===== config.mk =====
export PLATFORM = sky130hd
export DESIGN_NAME = vnl_cell
export DESIGN_NICKNAME = d
export VERILOG_FILES = /design/src/hdl/vnl_pkg.sv /design/src/hdl/vnl_cell.sv
export SDC_FILE = /design/constraint.sdc
export NUM_CORES = 2
export LEC_CHECK = 0
export BUFFER_PORTS_ARGS = -buffer_cell sky130_fd_sc_hd__buf_2
export CELL_PAD_IN_SITES_DETAIL_PLACEMENT = 0
export CELL_PAD_IN_SITES_GLOBAL_PLACEMENT = 2
export CORE_AREA = 2 2 736 738
export CTS_CLUSTER_SIZE = 40
export DETAILED_ROUTE_END_ITERATION = 8
export DIE_AREA = 0 0 738 740
export PLACE_DENSITY_LB_ADDON = 0.1
export SYNTH_ARGS = -nofsm -noshare
export SYNTH_HDL_FRONTEND = slang
export SYNTH_SLANG_ARGS = --single-unit

===== constraint.sdc =====
create_clock -name clk_i -period 0.8 [get_ports clk_i]
set_clock_uncertainty 0.15 [all_clocks]
set_input_delay 0.12 -clock clk_i [delete_from_list [all_inputs] [get_ports clk_i]]
set_output_delay 0.12 -clock clk_i [all_outputs]
set_load 0.02 [all_outputs]

===== src/hdl/vnl_pkg.sv =====
// vnl_pkg: types shared by the normalize pipeline
// holds the beat record handed from cell to cell; no dependencies

package vnl_pkg;

  localparam int unsigned CompW  = 32;
  localparam int unsigned SumW   = 64;
  localparam int unsigned RemW   = 66;
  localparam int unsigned ProdW  = 96;
  localparam int unsigned ResW   = 130;
  localparam int unsigned Lanes  = 3;
  localparam int unsigned Steps  = 32;
  localparam logic [31:0] UnitOne   = 32'h4000_0000;
  localparam logic [31:0] LengthOne = 32'h0001_0000;

  typedef struct packed {
    logic             neg;
    logic [CompW-1:0] q;
    logic [ProdW-1:0] p;
    logic [ResW-1:0]  r;
  } lane_t;

  typedef struct packed {
    logic             vld;
    logic             zero;
    logic [SumW-1:0]  s;
    logic [RemW-1:0]  rem;
    logic [CompW-1:0] root;
    lane_t [Lanes-1:0] ln;
  } cell_t;

endpackage


===== src/hdl/vnl_cell.sv =====
// vnl_cell: one bit step of the square root and of the three quotients
// depends on vnl_pkg

module vnl_cell #(
  parameter int unsigned K = 0
) (
  input  logic          clk_i,
  input  logic          rst_ni,
  input  vnl_pkg::cell_t in_i,
  output vnl_pkg::cell_t out_o
);
  import vnl_pkg::*;

  cell_t            nxt_d, cur_q;
  logic [RemW-1:0]  dl;
  logic [ResW-1:0]  t [Lanes];

  always_comb begin
    nxt_d = in_i;
    dl = (RemW'(in_i.root) << (K + 1)) + (RemW'(1) << (2 * K));
    if (in_i.rem >= dl) begin
      nxt_d.rem  = in_i.rem - dl;
      nxt_d.root = in_i.root | (CompW'(1) << K);
    end
    for (int i = 0; i < Lanes; i++) begin
      t[i] = ((ResW'(in_i.ln[i].p) << 1) + (ResW'(in_i.s) << K)) << K;
      if (in_i.ln[i].r >= t[i]) begin
        nxt_d.ln[i].r = in_i.ln[i].r - t[i];
        nxt_d.ln[i].q = in_i.ln[i].q | (CompW'(1) << K);
        nxt_d.ln[i].p = in_i.ln[i].p + (ProdW'(in_i.s) << K);
      end
    end
  end

  always_ff @(posedge clk_i or negedge rst_ni) begin
    if (!rst_ni) begin
      cur_q <= '0;
    end else begin
      cur_q <= nxt_d;
    end
  end

  assign out_o = cur_q;

endmodule


==> metrics.yaml <==
io-pin-count: 1884
die_w_um: 738
antenna_found_initial: 236
worst_hold_path.endpoint: "out_o[1]"
cts_made_buffers: 145
synth_nets: 11574
pwr-share-comb_pct: 56.5
start_util_pct: 14.79
rsz0062_at_grt: "true"
hold_path_depth: 4
hp-start: "in_i[1]"
p_sw_mw: 131.7
yosysMostFrequentCell: "a21oi_1"
multi_input_area_mm2: 0.05965
fin_nets: 19228
largest_register_ffs: 941
cp_data_arrival_time_ns: 6.63
drc: 0
seqCellArea_mm2: 0.02355
holdWs_ns: -0.4801
antenna_left: 0
ir_worst_vdd_mv: 1.391
place_area_mm2: 0.1387
start_kind: "primary input"
fmax_mhz: 166.1
switching_share_pct: 42.48
vias: 107553
cts_tree: "yes"
hold_violations: 251
violations: "negative hold slack, negative setup slack"
portBuffers: 1883
slew_violations: 0
htree_levels: 4
crit_slowest_cell: "or4_4"
p_leak_nw: 76.02
finalSetupViolCount: 2657
place_hpwl_um: 607000
status: "complete, but fails checks"
cts_root_buf: "clkbuf_16"
fin_util_pct: 30.15
clk_pin_slew_ns: 0.06
ys_ff_latch: 941
synthMuxAreaShare_pct: 0.3580
cp.required_ns: 1.41
finalPower_mw: 310.1
slew_headroom_pct: 25.19
hp-class: "in2reg"
worst_pin_slew_ns: 1.113
ys.flop_type: "dfrtp_1"
fp.dieH_um: 740
synthTopCellsByCount: "1169 x a21oi_1, 965 x nand2_1, 941 x dfrtp_1"
netlist_top_cells_area: "dfrtp_1 30%, ha_1 11%, a21oi_1 7.3%"
synth-async-reset-ratio_pct: 100.0
rows: 270
grtUsageTotal_pct: 24.65
slowest_delay_ns: 0.60
design_area_mm2: 0.1624
path_delay_family: "compound AO/OA/AOI/OAI gates"
seq_power_share_pct: 21.0
synthCells: 9913
power_density_mw_per_mm2: 1909
die_area_mm2: 0.5461
clock_sinks: 941
ys_types: 92
grt_max_degree: 63
finalSetupTns_ns: -4599.10
grt_pass1_vias: 114153
grt_pass1_wl_um: 939000
synth_top_family_by_area: "compound AO/OA/AOI/OAI gates"
cts_hold_buf: 1093
gp_congestion: 0.9274
worst_slack_ns: -5.219
critPathCaptureType: "register"
cp_common_cell: "buf_4"
via_per_inst: 4.308
power.internal_mw: 178.4
nFillCells: 58168
routed_wl_um: 700800
crit_type: "in2reg"
yosysWarnings: 0
clk_path_buf_depth: 4
synth-adder-area-share_pct: 11.37
cp_num_buf_inv: 8
routedWlPerCell_um: 28.07
dr.pass1.iters: 6
power_frac_clock_pct: 22.6
synth-simple-area-share_pct: 19.88
syn_avg_cell_area_um2: 8.038
globalRouteOverflowTotal: 0
layout-drive-gt1-share_pct: 46.14
netlist_area_mm2: 0.07968
crit_fanout: 8
max_cap_viol_count: 0
yosysTopAreaCell: "dfrtp_1"
initialDrtViolationCount: 5592
coreArea_mm2: 0.5388
min_period_over_period_pct: 752.4
synth_top_area_share_pct: 29.55
fin_crit_ns: 6.019
synth_xor_area_share_pct: 10.77
synth_compound_area_share_pct: 24.35
ys_seq_area_share_pct: 29.55
synth-edff-count: 0
syn_to_final_growth_pct: 103.9
repair_timing:
action                                   CTS  global route
endpoints found under the hold margin   1882           347
gates resized for setup                  559           683
cloned                                    31             5
pin swaps                                138           261
endpoints found under the setup margin  1689          2633
buffers inserted                          84           100
placed cells by master, fill, tap and decap left out, types with 87 or more instances in the layout:
cell,instances
nand2_1,911
a21o_1,408
xnor2_1,499
buf_2,1758
a21oi_1,896
o21ai_0,461
dlygate4sd3_1,1093
o21bai_1,173
and3_1,108
diode_2,89
nand3_1,183
buf_4,4620
nand4_1,322
xor2_1,409
nor3_1,179
nor2_4,112
o21ai_1,203
dfrtp_1,941
a31oi_1,87
ha_1,652
clkbuf_16,153
a21oi_2,247
nor2_1,759
buf_12,368
inv_1,292
through the flow:
step	std cells	setup WS [ns]
2_1_floorplan	9913	-5.172
3_3_place_gp	23351	-6.989
3_5_place_dp	23351	-7.003
4_1_cts	24806	-5.286
5_1_grt	24921	-5.263
6_report	24968	-5.219
worst max-delay path by stage:
stage	startpoint	to	slack (ns)	cells past startpoint
3_5_place_dp	in_i[889]	out_o[554]	-7.00	28
5_1_grt	in_i[876]	out_o[731]	-5.26	31
6_report	in_i[888]	out_o[741]	-5.22	30
4_1_cts	in_i[876]	out_o[723]	-5.29	34
3_3_place_gp	in_i[889]	out_o[554]	-6.99	28
2_1_floorplan	in_i[648]	out_o[640]	-5.17	27
cell families after synthesis:
family / after synthesis
compound gates: 3164
xor+xnor: 980
fa+ha+maj: 718
buf+inv: 767
flops: 941
mux: 26
simple gates: 3317
power groups by stage:
stage | Sequential [mW] | Combinational [mW] | Clock, mW
5_1_grt | 65.6 | 187 | 74.3
4_1_cts | 65.3 | 174 | 72.9
3_3_place_gp | 66.2 | 167 | 0
6_report | 65.0 | 175 | 70.0
2_1_floorplan | 73.7 | 52.5 | 0
3_5_place_dp | 65.8 | 166 | 0
metal layers:
| layer | vias up | part of all wire, % | global-route usage (%) |
|---|---|---|---|
| li1 | 51399 | - | - |
| met1 | 52292 | 40 | 28.39 |
| met2 | 2767 | 48 | 42.39 |
| met3 | 955 | 5.9 | 5.500 |
| met4 | 140 | 6.2 | 13.03 |
| met5 | - | 0.13 | 0 |
final cells by class:
| type | instances | area share, % |
|---|---|---|
| multi-input combinational | 8205 | 36.72 |
| timing repair buffer | 7974 | 39.35 |
| tap | 7208 | 5.552 |
| sequential | 941 | 14.50 |
| inverter | 300 | 0.6956 |
| antenna | 89 | 0.1371 |
| clock buffer | 188 | 2.470 |
| clock inverter | 63 | 0.5777 |
Power figures use the tool's default switching activity.
